==> config.mk <==
export PLATFORM = sky130hd
export DESIGN_NAME = timed_first_fit_allocator
export DESIGN_NICKNAME = d
export VERILOG_FILES = /design/src/rtl/core/tffa_pkg.sv /design/src/rtl/core/tffa_cell.sv /design/src/rtl/core/tffa_scan.sv /design/src/rtl/core/timed_first_fit_allocator.sv
export SDC_FILE = /design/constraint.sdc
export NUM_CORES = 2
export LEC_CHECK = 0
export CAP_MARGIN = 20
export CORE_MARGIN = 1
export CORE_UTILIZATION = 65
export CTS_BUF_LIST = sky130_fd_sc_hd__clkbuf_2
export DETAILED_ROUTE_END_ITERATION = 10
export DONT_BUFFER_PORTS = 1
export GPL_TIMING_DRIVEN = 0
export PLACE_DENSITY = 0.91
export SLEW_MARGIN = 40
export SYNTH_ARGS = -nofsm -noshare
export SYNTH_HDL_FRONTEND = slang
export SYNTH_SLANG_ARGS = --single-unit
==> constraint.sdc <==
create_clock -name clk -period 12.9 [get_ports clk]
set_input_delay 0 -clock clk [delete_from_list [all_inputs] [get_ports clk]]
set_output_delay 0 -clock clk [all_outputs]
set_load 0.03 [all_outputs]
==> src/rtl/core/tffa_pkg.sv <==
// Package for the timed first-fit allocator: payload structs, status codes,
// sequencer states and the control structs that drive the segment cells.
// Used by every module under rtl/core.
package tffa_pkg;

    localparam int          MAX_SEGMENTS_DEF = 16;
    localparam int          TIME_BITS_DEF    = 20;
    localparam logic [15:0] TOTAL_RESET      = 16'd256;

    typedef enum logic [1:0] {
        ST_PLACED     = 2'd0,
        ST_TOO_LARGE  = 2'd1,
        ST_TABLE_FULL = 2'd2
    } status_t;

    typedef struct packed {
        logic [19:0] arrival_time;
        logic [19:0] duration;
        logic [15:0] request_size;
        logic [7:0]  owner_id;
    } req_t;

    typedef struct packed {
        status_t     status;
        logic [15:0] start_address;
        logic [19:0] start_time;
    } rsp_t;

    typedef enum logic [2:0] {
        S_IDLE,
        S_PASS,
        S_FLUSH,
        S_DECIDE,
        S_RESP
    } state_t;

    typedef enum logic [1:0] {
        CELL_HOLD,
        CELL_INIT,
        CELL_QUEUE,
        CELL_PLACE
    } cell_op_t;

    typedef struct packed {
        cell_op_t op;
        logic     pop;
        logic     push;
        logic     split;
    } cell_ctl_t;

    typedef struct packed {
        logic clear;
        logic pop;
        logic flush;
    } scan_ctl_t;

endpackage

==> src/rtl/core/tffa_cell.sv <==
// One segment cell of the allocator chain: size, end tick and held flag.
// Depends on tffa_pkg for the cell control struct.
module tffa_cell #(
    parameter int INDEX        = 0,
    parameter int MAX_SEGMENTS = tffa_pkg::MAX_SEGMENTS_DEF,
    parameter int TIME_BITS    = tffa_pkg::TIME_BITS_DEF
) (
    input  logic                                clk,
    input  logic                                rst_n,
    input  tffa_pkg::cell_ctl_t                 ctl,
    input  logic [15:0]                         init_size,
    input  logic [$clog2(MAX_SEGMENTS+1)-1:0]   wpos,
    input  logic [$clog2(MAX_SEGMENTS+1)-1:0]   fidx,
    input  logic [$clog2(MAX_SEGMENTS+1)-1:0]   fidx_nxt,
    input  logic [15:0]                         wr_size,
    input  logic [TIME_BITS-1:0]                wr_end,
    input  logic                                wr_held,
    input  logic [15:0]                         rem_size,
    input  logic [15:0]                         up_size,
    input  logic [TIME_BITS-1:0]                up_end,
    input  logic                                up_held,
    input  logic [15:0]                         dn_size,
    input  logic [TIME_BITS-1:0]                dn_end,
    input  logic                                dn_held,
    output logic [15:0]                         size,
    output logic [TIME_BITS-1:0]                end_tick,
    output logic                                held
);
    import tffa_pkg::*;

    localparam int             CW    = $clog2(MAX_SEGMENTS + 1);
    localparam logic [CW-1:0]  MY    = CW'(INDEX);
    localparam bit             FIRST = (INDEX == 0);

    logic [15:0]          size_reg, size_next;
    logic [TIME_BITS-1:0] end_reg, end_next;
    logic                 held_reg, held_next;

    always_comb
    begin
        size_next = size_reg;
        end_next  = end_reg;
        held_next = held_reg;
        case (ctl.op)
            CELL_INIT:
            begin
                size_next = FIRST ? init_size : '0;
                end_next  = '0;
                held_next = 1'b0;
            end
            CELL_QUEUE:
            begin
                // advance toward the head, then take the tail write
                if (ctl.pop)
                begin
                    size_next = up_size;
                    end_next  = up_end;
                    held_next = up_held;
                end
                if (ctl.push && MY == wpos)
                begin
                    size_next = wr_size;
                    end_next  = wr_end;
                    held_next = wr_held;
                end
            end
            CELL_PLACE:
            begin
                if (MY == fidx)
                begin
                    size_next = wr_size;
                    end_next  = wr_end;
                    held_next = wr_held;
                end
                else if (ctl.split && MY == fidx_nxt)
                begin
                    size_next = rem_size;
                    end_next  = '0;
                    held_next = 1'b0;
                end
                else if (ctl.split && MY > fidx_nxt)
                begin
                    size_next = dn_size;
                    end_next  = dn_end;
                    held_next = dn_held;
                end
            end
            default: ;
        endcase
    end

    always_ff @(posedge clk or negedge rst_n)
    begin
        if (!rst_n)
        begin
            size_reg <= FIRST ? TOTAL_RESET : '0;
            end_reg  <= '0;
            held_reg <= 1'b0;
        end
        else
        begin
            size_reg <= size_next;
            end_reg  <= end_next;
            held_reg <= held_next;
        end
    end

    assign size     = size_reg;
    assign end_tick = end_reg;
    assign held     = held_reg;

endmodule

==> src/rtl/core/tffa_scan.sv <==
// Head unit of the allocator chain: expires and merges the popped stream,
// emits the compacted table and tracks the first fit and next end tick.
// Depends on tffa_pkg for the scan control struct.
module tffa_scan #(
    parameter int MAX_SEGMENTS = tffa_pkg::MAX_SEGMENTS_DEF,
    parameter int TIME_BITS    = tffa_pkg::TIME_BITS_DEF
) (
    input  logic                                clk,
    input  logic                                rst_n,
    input  tffa_pkg::scan_ctl_t                 ctl,
    input  logic [TIME_BITS-1:0]                tick,
    input  logic [15:0]                         req_size,
    input  logic [15:0]                         head_size,
    input  logic [TIME_BITS-1:0]                head_end,
    input  logic                                head_held,
    output logic                                emit_valid,
    output logic [15:0]                         emit_size,
    output logic [TIME_BITS-1:0]                emit_end,
    output logic                                emit_held,
    output logic                                found,
    output logic [$clog2(MAX_SEGMENTS+1)-1:0]   fidx,
    output logic [15:0]                         faddr,
    output logic [15:0]                         fsize,
    output logic                                any_held,
    output logic [TIME_BITS-1:0]                next_tick
);
    import tffa_pkg::*;

    localparam int CW = $clog2(MAX_SEGMENTS + 1);

    logic                 acc_v_reg, acc_v_next;
    logic [15:0]          acc_size_reg, acc_size_next;
    logic [TIME_BITS-1:0] acc_end_reg, acc_end_next;
    logic                 acc_held_reg, acc_held_next;
    logic                 found_reg, found_next;
    logic [CW-1:0]        fidx_reg, fidx_next;
    logic [CW-1:0]        eidx_reg, eidx_next;
    logic [15:0]          addr_reg, addr_next;
    logic [15:0]          fsize_reg, fsize_next;
    logic                 any_reg, any_next;
    logic [TIME_BITS-1:0] nt_reg, nt_next;
    logic                 h_held;

    // a segment stays held only while the tick is before its end
    assign h_held = head_held && (tick < head_end);

    always_comb
    begin
        acc_v_next    = acc_v_reg;
        acc_size_next = acc_size_reg;
        acc_end_next  = acc_end_reg;
        acc_held_next = acc_held_reg;
        emit_valid    = 1'b0;
        if (ctl.pop)
        begin
            if (acc_v_reg && !acc_held_reg && !h_held)
            begin
                acc_size_next = acc_size_reg + head_size;
            end
            else
            begin
                emit_valid    = acc_v_reg;
                acc_v_next    = 1'b1;
                acc_size_next = head_size;
                acc_end_next  = head_end;
                acc_held_next = h_held;
            end
        end
        else if (ctl.flush)
        begin
            emit_valid = acc_v_reg;
            acc_v_next = 1'b0;
        end
        if (ctl.clear)
        begin
            acc_v_next = 1'b0;
        end
    end

    assign emit_size = acc_size_reg;
    assign emit_end  = acc_end_reg;
    assign emit_held = acc_held_reg;

    always_comb
    begin
        found_next = found_reg;
        fidx_next  = fidx_reg;
        eidx_next  = eidx_reg;
        addr_next  = addr_reg;
        fsize_next = fsize_reg;
        any_next   = any_reg;
        nt_next    = nt_reg;
        if (ctl.clear)
        begin
            found_next = 1'b0;
            eidx_next  = '0;
            addr_next  = '0;
            any_next   = 1'b0;
            nt_next    = '0;
        end
        else if (emit_valid)
        begin
            eidx_next = eidx_reg + 1'b1;
            if (!found_reg)
            begin
                if (!acc_held_reg && acc_size_reg >= req_size)
                begin
                    found_next = 1'b1;
                    fidx_next  = eidx_reg;
                    fsize_next = acc_size_reg;
                end
                else
                begin
                    addr_next = addr_reg + acc_size_reg;
                end
            end
            if (acc_held_reg)
            begin
                any_next = 1'b1;
                if (!any_reg || acc_end_reg < nt_reg)
                begin
                    nt_next = acc_end_reg;
                end
            end
        end
    end

    always_ff @(posedge clk or negedge rst_n)
    begin
        if (!rst_n)
        begin
            acc_v_reg <= 1'b0;
            found_reg <= 1'b0;
            eidx_reg  <= '0;
            any_reg   <= 1'b0;
        end
        else
        begin
            acc_v_reg <= acc_v_next;
            found_reg <= found_next;
            eidx_reg  <= eidx_next;
            any_reg   <= any_next;
        end
    end

    always_ff @(posedge clk)
    begin
        acc_size_reg <= acc_size_next;
        acc_end_reg  <= acc_end_next;
        acc_held_reg <= acc_held_next;
        fidx_reg     <= fidx_next;
        addr_reg     <= addr_next;
        fsize_reg    <= fsize_next;
        nt_reg       <= nt_next;
    end

    assign found     = found_reg;
    assign fidx      = fidx_reg;
    assign faddr     = addr_reg;
    assign fsize     = fsize_reg;
    assign any_held  = any_reg;
    assign next_tick = nt_reg;

endmodule

==> src/rtl/core/timed_first_fit_allocator.sv <==
// Top level of the timed first-fit allocator: sequencer, segment chain and
// head unit. Depends on tffa_pkg, tffa_cell and tffa_scan.
//
// Usage:
//   Requests enter on req (valid/stall); one result per request leaves on
//   rsp (valid/stall). cfg_we with cfg_data writes total_size and reloads
//   the table to one free segment of that size; write it only while idle.
//   The table sits in a chain of MAX_SEGMENTS cells used as a shift queue.
//   Each pass pops every live segment into the head unit, which expires,
//   merges and emits the compacted table back into the tail while it finds
//   the first fit and the earliest end tick still held.
//   A request larger than total_size is rejected without a pass. Otherwise
//   each tick tried pops every live segment, then flushes the head unit
//   and decides, and the result is then handed off; a request that has to
//   wait for expiry ticks repeats that pass for each tick it tries. The pass
//   through the chain moves one segment out of the head per cycle.
//   One request is in flight at a time; req_stall is low only while idle
//   and no cfg_we is present, and a new request may enter while the
//   previous result still waits.
//   Reset loads total_size 256 and one free segment. A stalled receiver
//   holds rsp; the block finishes the next request and then waits for it.
module timed_first_fit_allocator #(
    parameter int MAX_SEGMENTS = tffa_pkg::MAX_SEGMENTS_DEF,
    parameter int TIME_BITS    = tffa_pkg::TIME_BITS_DEF
) (
    input  logic           clk,
    input  logic           rst_n,
    input  logic           req_valid,
    output logic           req_stall,
    input  tffa_pkg::req_t req,
    output logic           rsp_valid,
    input  logic           rsp_stall,
    output tffa_pkg::rsp_t rsp,
    input  logic           cfg_we,
    input  logic [15:0]    cfg_data
);
    import tffa_pkg::*;

    localparam int                   CW   = $clog2(MAX_SEGMENTS + 1);
    localparam logic [TIME_BITS-1:0] TMAX = '1;
    localparam logic [CW-1:0]        NSEG = CW'(MAX_SEGMENTS);

    state_t               state_reg, state_next;
    logic [15:0]          total_reg, total_next;
    logic [TIME_BITS-1:0] t_reg, t_next;
    logic [19:0]          dur_reg, dur_next;
    logic [15:0]          rq_reg, rq_next;
    logic                 own_reg, own_next;
    logic [CW-1:0]        occ_reg, occ_next;
    logic [CW-1:0]        pops_reg, pops_next;
    rsp_t                 pend_reg, pend_next;
    logic                 out_v_reg, out_v_next;
    rsp_t                 out_reg, out_next;

    cell_ctl_t            cctl;
    scan_ctl_t            sctl;
    logic [CW-1:0]        wpos;
    logic [15:0]          wr_size;
    logic [TIME_BITS-1:0] wr_end;
    logic                 wr_held;

    logic                 emit_valid;
    logic [15:0]          emit_size;
    logic [TIME_BITS-1:0] emit_end;
    logic                 emit_held;
    logic                 found;
    logic [CW-1:0]        fidx;
    logic [15:0]          faddr;
    logic [15:0]          fsize;
    logic                 any_held;
    logic [TIME_BITS-1:0] next_tick;

    logic [15:0]          c_size [MAX_SEGMENTS];
    logic [TIME_BITS-1:0] c_end  [MAX_SEGMENTS];
    logic                 c_held [MAX_SEGMENTS];

    logic [31:0]          arr32;
    logic [32:0]          sum33;
    logic [TIME_BITS-1:0] place_end;
    logic [31:0]          t32;
    logic                 split;
    logic                 accept;

    assign accept = req_valid && !req_stall;
    assign arr32  = 32'(req.arrival_time);
    assign t32    = 32'(t_reg);
    // end tick of the placement, saturating at the top of the time range
    assign sum33     = 33'(t_reg) + 33'(dur_reg);
    assign place_end = (sum33 > 33'(TMAX)) ? TMAX : sum33[TIME_BITS-1:0];
    assign split     = fsize > rq_reg;

    // ---------------------------------------------------------------
    // sequencer
    // ---------------------------------------------------------------
    always_comb
    begin
        state_next = state_reg;
        total_next = total_reg;
        t_next     = t_reg;
        dur_next   = dur_reg;
        rq_next    = rq_reg;
        own_next   = own_reg;
        occ_next   = occ_reg;
        pops_next  = pops_reg;
        pend_next  = pend_reg;
        out_v_next = out_v_reg;
        out_next   = out_reg;
        cctl       = '{op: CELL_HOLD, pop: 1'b0, push: 1'b0, split: 1'b0};
        sctl       = '{clear: 1'b0, pop: 1'b0, flush: 1'b0};
        wpos       = occ_reg;
        wr_size    = emit_size;
        wr_end     = emit_end;
        wr_held    = emit_held;

        // drop the result once the receiver takes it
        if (out_v_reg && !rsp_stall)
        begin
            out_v_next = 1'b0;
        end

        case (state_reg)
            S_IDLE:
            begin
                if (cfg_we)
                begin
                    total_next = cfg_data;
                    occ_next   = CW'(1);
                    cctl.op    = CELL_INIT;
                end
                else if (accept)
                begin
                    dur_next  = req.duration;
                    rq_next   = req.request_size;
                    own_next  = req.owner_id != 8'd0;
                    t_next    = (arr32 > 32'(TMAX)) ? TMAX : arr32[TIME_BITS-1:0];
                    pend_next = '{status: ST_TOO_LARGE, start_address: 16'd0,
                                  start_time: 20'd0};
                    if (req.request_size > total_reg)
                    begin
                        state_next = S_RESP;
                    end
                    else
                    begin
                        sctl.clear = 1'b1;
                        pops_next  = occ_reg;
                        state_next = S_PASS;
                    end
                end
            end
            S_PASS:
            begin
                // pop the head into the scan unit, push its emission at the tail
                sctl.pop  = 1'b1;
                cctl.op   = CELL_QUEUE;
                cctl.pop  = 1'b1;
                cctl.push = emit_valid;
                wpos      = occ_reg - 1'b1;
                occ_next  = occ_reg - 1'b1 + CW'(emit_valid);
                pops_next = pops_reg - 1'b1;
                if (pops_reg == CW'(1))
                begin
                    state_next = S_FLUSH;
                end
            end
            S_FLUSH:
            begin
                sctl.flush = 1'b1;
                cctl.op    = CELL_QUEUE;
                cctl.push  = emit_valid;
                occ_next   = occ_reg + CW'(emit_valid);
                state_next = S_DECIDE;
            end
            S_DECIDE:
            begin
                if (found)
                begin
                    if (split && occ_reg >= NSEG)
                    begin
                        pend_next  = '{status: ST_TABLE_FULL, start_address: 16'd0,
                                       start_time: 20'd0};
                        state_next = S_RESP;
                    end
                    else
                    begin
                        cctl.op    = CELL_PLACE;
                        cctl.split = split;
                        wr_size    = rq_reg;
                        wr_end     = place_end;
                        wr_held    = own_reg;
                        if (split)
                        begin
                            occ_next = occ_reg + 1'b1;
                        end
                        pend_next  = '{status: ST_PLACED, start_address: faddr,
                                       start_time: t32[19:0]};
                        state_next = S_RESP;
                    end
                end
                else if (!any_held)
                begin
                    pend_next  = '{status: ST_TABLE_FULL, start_address: 16'd0,
                                   start_time: 20'd0};
                    state_next = S_RESP;
                end
                else
                begin
                    // advance to the earliest end tick still held and retry
                    if (next_tick > t_reg)
                    begin
                        t_next = next_tick;
                    end
                    else if (t_reg < TMAX)
                    begin
                        t_next = t_reg + 1'b1;
                    end
                    sctl.clear = 1'b1;
                    pops_next  = occ_reg;
                    state_next = S_PASS;
                end
            end
            S_RESP:
            begin
                if (!out_v_reg || !rsp_stall)
                begin
                    out_v_next = 1'b1;
                    out_next   = pend_reg;
                    state_next = S_IDLE;
                end
            end
            default:
            begin
                state_next = S_IDLE;
            end
        endcase
    end

    always_ff @(posedge clk or negedge rst_n)
    begin
        if (!rst_n)
        begin
            state_reg <= S_IDLE;
            total_reg <= TOTAL_RESET;
            occ_reg   <= CW'(1);
            pops_reg  <= '0;
            out_v_reg <= 1'b0;
        end
        else
        begin
            state_reg <= state_next;
            total_reg <= total_next;
            occ_reg   <= occ_next;
            pops_reg  <= pops_next;
            out_v_reg <= out_v_next;
        end
    end

    always_ff @(posedge clk)
    begin
        t_reg    <= t_next;
        dur_reg  <= dur_next;
        rq_reg   <= rq_next;
        own_reg  <= own_next;
        pend_reg <= pend_next;
        out_reg  <= out_next;
    end

    // hold requests off while a total_size write is present
    assign req_stall = (state_reg != S_IDLE) || cfg_we;
    assign rsp_valid = out_v_reg;
    assign rsp       = out_reg;

    // ---------------------------------------------------------------
    // segment chain
    // ---------------------------------------------------------------
    for (genvar g = 0; g < MAX_SEGMENTS; g++)
    begin : g_cell
        logic [15:0]          up_size, dn_size;
        logic [TIME_BITS-1:0] up_end, dn_end;
        logic                 up_held, dn_held;

        if (g == MAX_SEGMENTS - 1)
        begin : g_top
            assign up_size = '0;
            assign up_end  = '0;
            assign up_held = 1'b0;
        end
        else
        begin : g_mid
            assign up_size = c_size[g+1];
            assign up_end  = c_end[g+1];
            assign up_held = c_held[g+1];
        end

        if (g == 0)
        begin : g_bot
            assign dn_size = '0;
            assign dn_end  = '0;
            assign dn_held = 1'b0;
        end
        else
        begin : g_low
            assign dn_size = c_size[g-1];
            assign dn_end  = c_end[g-1];
            assign dn_held = c_held[g-1];
        end

        tffa_cell #(
            .INDEX        (g),
            .MAX_SEGMENTS (MAX_SEGMENTS),
            .TIME_BITS    (TIME_BITS)
        ) u_cell (
            .clk       (clk),
            .rst_n     (rst_n),
            .ctl       (cctl),
            .init_size (cfg_data),
            .wpos      (wpos),
            .fidx      (fidx),
            .fidx_nxt  (fidx + 1'b1),
            .wr_size   (wr_size),
            .wr_end    (wr_end),
            .wr_held   (wr_held),
            .rem_size  (fsize - rq_reg),
            .up_size   (up_size),
            .up_end    (up_end),
            .up_held   (up_held),
            .dn_size   (dn_size),
            .dn_end    (dn_end),
            .dn_held   (dn_held),
            .size      (c_size[g]),
            .end_tick  (c_end[g]),
            .held      (c_held[g])
        );
    end

    tffa_scan #(
        .MAX_SEGMENTS (MAX_SEGMENTS),
        .TIME_BITS    (TIME_BITS)
    ) u_scan (
        .clk        (clk),
        .rst_n      (rst_n),
        .ctl        (sctl),
        .tick       (t_reg),
        .req_size   (rq_reg),
        .head_size  (c_size[0]),
        .head_end   (c_end[0]),
        .head_held  (c_held[0]),
        .emit_valid (emit_valid),
        .emit_size  (emit_size),
        .emit_end   (emit_end),
        .emit_held  (emit_held),
        .found      (found),
        .fidx       (fidx),
        .faddr      (faddr),
        .fsize      (fsize),
        .any_held   (any_held),
        .next_tick  (next_tick)
    );

    // ---------------------------------------------------------------
    // assertions
    // ---------------------------------------------------------------
    a_occ_bound: assert property (@(posedge clk) disable iff (!rst_n)
        occ_reg <= NSEG)
        else $error("segment count above table size");

    a_occ_live: assert property (@(posedge clk) disable iff (!rst_n)
        state_reg == S_IDLE |-> occ_reg != '0)
        else $error("segment table empty while idle");

    a_split_room: assert property (@(posedge clk) disable iff (!rst_n)
        cctl.op == CELL_PLACE && cctl.split |-> occ_reg < NSEG)
        else $error("split into a full table");

    a_flush_after_pops: assert property (@(posedge clk) disable iff (!rst_n)
        state_reg == S_FLUSH |-> pops_reg == '0)
        else $error("flush before all segments popped");

    a_resp_load: assert property (@(posedge clk) disable iff (!rst_n)
        state_reg == S_RESP && (!out_v_reg || !rsp_stall) |=> rsp_valid)
        else $error("finished result not presented");

endmodule

==> results of run 1 <==
## kinds of logic after synthesis
group | after synthesis | share of synthesized area
AO/OA/AOI/OAI | 2331 | 0.286
XOR/XNOR | 68 | 0.0107
adder cells (fa/ha/maj) | 175 | 0.0400
buffers and inverters | 737 | 0.0529
flip-flops | 857 | 0.401
multiplexers | 312 | 0.0586
AND/OR/NAND/NOR | 1923 | 0.151
## timing repair
action	CTS
buffers inserted	0
hold buffers	283
endpoints found under the hold margin	1130
setup endpoints to repair	0
## stage by stage
| step | cells | setup slack, ps |
|---|---|---|
| global placement | 7537 | 5760 |
| CTS | 8230 | 5800 |
| floorplan | 6403 | 8410 |
| detailed placement | 7554 | 5890 |
==> impl_metrics.ini, run 1 <==
[logic_synthesis]
synth_top_area_cell = dfrtp_1
synth_flop_cell = dfrtp_1
syn_area_per_cell_um2 = 8.66
synth_area_um2 = 55500
synth-edff-count = 191
synth_fp_nets = 6663
synth_seq_cells = 857
ys_seq_area_frac = 0.401
synth_top_area_share = 0.283
yosysMostFrequentCell = nand2_1
yosysWarnings = 0
post_synth_num_cell_types = 102
synth_common_cells = nand2_1 (733), nor2_1 (678), dfrtp_1 (627)
syn_inst = 6403
yosys-top-cells-area = dfrtp_1 (28%), edfxtp_1 (10%), nand2_1 (5.0%)
async_flop_share = 0.735

[outcome]
status = stopped before the end
toolErrorMsg = [ERROR GRT-0183] Net _00152_: the 3D maze router ran out of legal paths (heap underflow) - the net is boxed in by local congestion or blockages.
stop_stage = 5_1_grt

[die]
die_w_um = 294
rows = 106
die_height_um = 294
initial_utilization = 0.659
io_pins = 125

[grt]
grt_max_degree = 631

[placed_design]
place_congestion = 1.35
io_buffers = 0
placed_area_um2 = 57500
hpwl_mm = 209

[clocking]
cts_root_buf = clkbuf_2
cts_made_buffers = 220
clock-sinks = 857
cts_max_path_buffers = 3
cts_resized = 0
htreeDepth = 4
==> run 2: changes to the inputs <==
--- a/config.mk
+++ b/config.mk
@@ -7,12 +7,11 @@
 export LEC_CHECK = 0
 export CAP_MARGIN = 20
 export CORE_MARGIN = 1
-export CORE_UTILIZATION = 65
-export CTS_BUF_LIST = sky130_fd_sc_hd__clkbuf_2
+export CORE_UTILIZATION = 40
 export DETAILED_ROUTE_END_ITERATION = 10
 export DONT_BUFFER_PORTS = 1
 export GPL_TIMING_DRIVEN = 0
-export PLACE_DENSITY = 0.91
+export PLACE_DENSITY_LB_ADDON = 0.15
 export SLEW_MARGIN = 40
 export SYNTH_ARGS = -nofsm -noshare
 export SYNTH_HDL_FRONTEND = slang
==> impl_metrics.ini, run 2 <==
[outcome]
status = completed

[logic_synthesis]
synth_common_cells = nand2_1 (733), nor2_1 (678), dfrtp_1 (627)
synth_top_area_cell = dfrtp_1
synth_flop_cell = dfrtp_1
yosys-top-cells-area = dfrtp_1 (28%), edfxtp_1 (10%), nand2_1 (5.0%)
async_flop_share = 0.735
post_synth_num_cell_types = 102
yosysWarnings = 0
synth_top_area_share = 0.283
synth_seq_cells = 857
syn_area_per_cell_um2 = 8.66
syn_inst = 6403
synth-edff-count = 191
synth_area_um2 = 55500
synth_fp_nets = 6663
ys_seq_area_frac = 0.401
yosysMostFrequentCell = nand2_1

[setup_path]
critPathBufInv = 8
cp_slowest_stage_delay_ps = 710
path_delay_family = buffers and inverters
critPathLaunch = rq_reg[1]$_DFFE_PP_
cp-start-kind = flop
crit_top_cell = buf_2
required_ps = 13600
worstSetupPathType = flop to flop
critPathArrivalTime_ps = 8950
critPathCaptureType = flop
r2r_start = rq_reg[1]$_DFFE_PP_
critPathSlowestCell = clkbuf_1
cp_cell_sequence = clkbuf_1, clkbuf_1, inv_1, fa_1, a211oi_1, o21ai_0, and3_1, buf_2, o31a_1, nor2_2, buf_4, buf_2, buf_2, buf_2, nand2_1, o21ai_0
critPathMaxFanout = 11

[power]
power_per_cell_area_nw_per_um2 = 305
p_leak_nw = 25.5
p_total_mw = 19.6
ir_drop_mv = 0.175

[sta]
final_hold_viol_count = 0
min_period_ps = 8250
maxClockFrequency_mhz = 121
final_max_slew_viol_count = 0
fin_tns_setup_ps = 0
rsz0062_at_grt = false
fin_crit_sh = 0.640
max_slew_margin = 0.330
clock_skew_ps = 77.4
finalSetupViolCount = 0
tightest_slew_ps = 1010

[clocking]
clk_pin_slew_ps = 60
cts_max_path_buffers = 3
cts_tree = built
cts_made_buffers = 107
post-cts-setup-buffers = 0
clock_latency_ps = 800
cts_resized = 0
clock-sinks = 857
htreeDepth = 3
hold_buffers = 142
cts_root_buf = clkbuf_16

[routing]
drtPass1Iterations = 7
initialDrtViolationCount = 9457
vias_per_cell = 6.89
wirelength_mm = 324
detail_route.wl_per_cell_um = 37.6
vias = 59247
drcViolationCount = 0
final_antenna_net_count = 0

[die]
rows = 136
die_area_um2 = 140000
io_pins = 125
coreArea_um2 = 137000
die_height_um = 374
initial_utilization = 0.403
die_w_um = 374

[final_layout]
final_cells = 8596
mostFrequentLayoutCell = nand2_1
largest_reg_flops = 320
drive_above_1_share = 0.107
final_util = 0.467
area_growth_syn_to_layout_pct = 15.8
layout_common_cells = nand2_1 (733), nor2_1 (661), dfrtp_1 (627)
layout.nets = 6963

[placed_design]
dp.cells = 8236
hpwl_mm = 259
place_congestion = 1.05
io_buffers = 0

[worst_hold_path]
min_from = req[62]
min-delay-path-class = input pin to flop

[grt]
grt_pass1_vias = 55866
grt_max_degree = 146
grt_overflow_total = 0
grt_usage = 0.450
antenna_found_initial = 16
grt_pass1_wl_mm = 444

[job]
cap_violations = 0
## run 2: cell counts after synthesis
Identical to the previous run, type by type.
## run 2: metal layers
layer	vias to the layer above	routed length, µm	GRT usage
met3	838	36000	0.118
met4	16	24800	0.297
met1	29624	132000	0.607
met2	4140	130000	0.631
li1	24629	-	-
met5	-	201	0
## run 2: area by class of cell
| class | count | area [µm²] |
|---|---|---|
| Sequential cell | 857 | 22200 |
| Tap cell | 1794 | 2240 |
| Antenna cell | 10 | 25.0 |
| Inverter | 142 | 533 |
| Timing Repair Buffer | 191 | 2030 |
| Clock inverter | 48 | 602 |
| Multi-Input combinational cell | 4809 | 31000 |
| Fill cell | 13576 | 73300 |
| Clock buffer | 150 | 3000 |
| Buffer | 595 | 2560 |
## run 2: stage by stage
| step | cell area (µm²) | worst slack, ps | hold WS (ps) |
|---|---|---|---|
| after floorplan | 55500 | 8410 | -296 |
| final | 64200 | 4650 | 20.4 |
| after global placement | 57700 | 5150 | -181 |
| after detailed placement | 58900 | 5210 | 93.7 |
| after CTS | 64000 | 5210 | 0.553 |
| after global routing | 64200 | 4820 | 21.5 |
## run 2: cell families after synthesis
| logic type | after synthesis | synth area share |
|---|---|---|
| compound gates | 2331 | 0.286 |
| xor+xnor | 68 | 0.0107 |
| fa+ha+maj | 175 | 0.0400 |
| buf+inv | 737 | 0.0529 |
| flops | 857 | 0.401 |
| mux | 312 | 0.0586 |
| simple gates | 1923 | 0.151 |
## run 2: path summary, 6_finish.rpt
path	end	slack, ps	cells after the start
worst max-delay path	g_cell[4].u_cell.end_tick[19]$_DFFE_PN0P_	4650	16
worst min-delay path	t_reg[18]$_DFFE_PP_	20	3
worst max register to register	g_cell[4].u_cell.end_tick[19]$_DFFE_PN0P_	4650	16
worst min register to register	rsp[14]$_DFFE_PP_	410	0
max in group asynchronous	g_cell[13].u_cell.size[7]$_DFFE_PN0P_	10320	7
min in group asynchronous	g_cell[4].u_cell.end_tick[3]$_DFFE_PN0P_	390	3
## run 2: report_power, final
group | switching (mW) | internal (mW)
registers | 1.03 | 3.88
clock network | 1.40 | 1.81
logic | 8.39 | 3.06
total | 10.8 | 8.76
## run 2: tightest hold or removal path: stages
cell	delay [ps]
dlygate4sd3_1	530
nand2_1	50
o21ai_0	70
(Power assumes the default switching activity.)
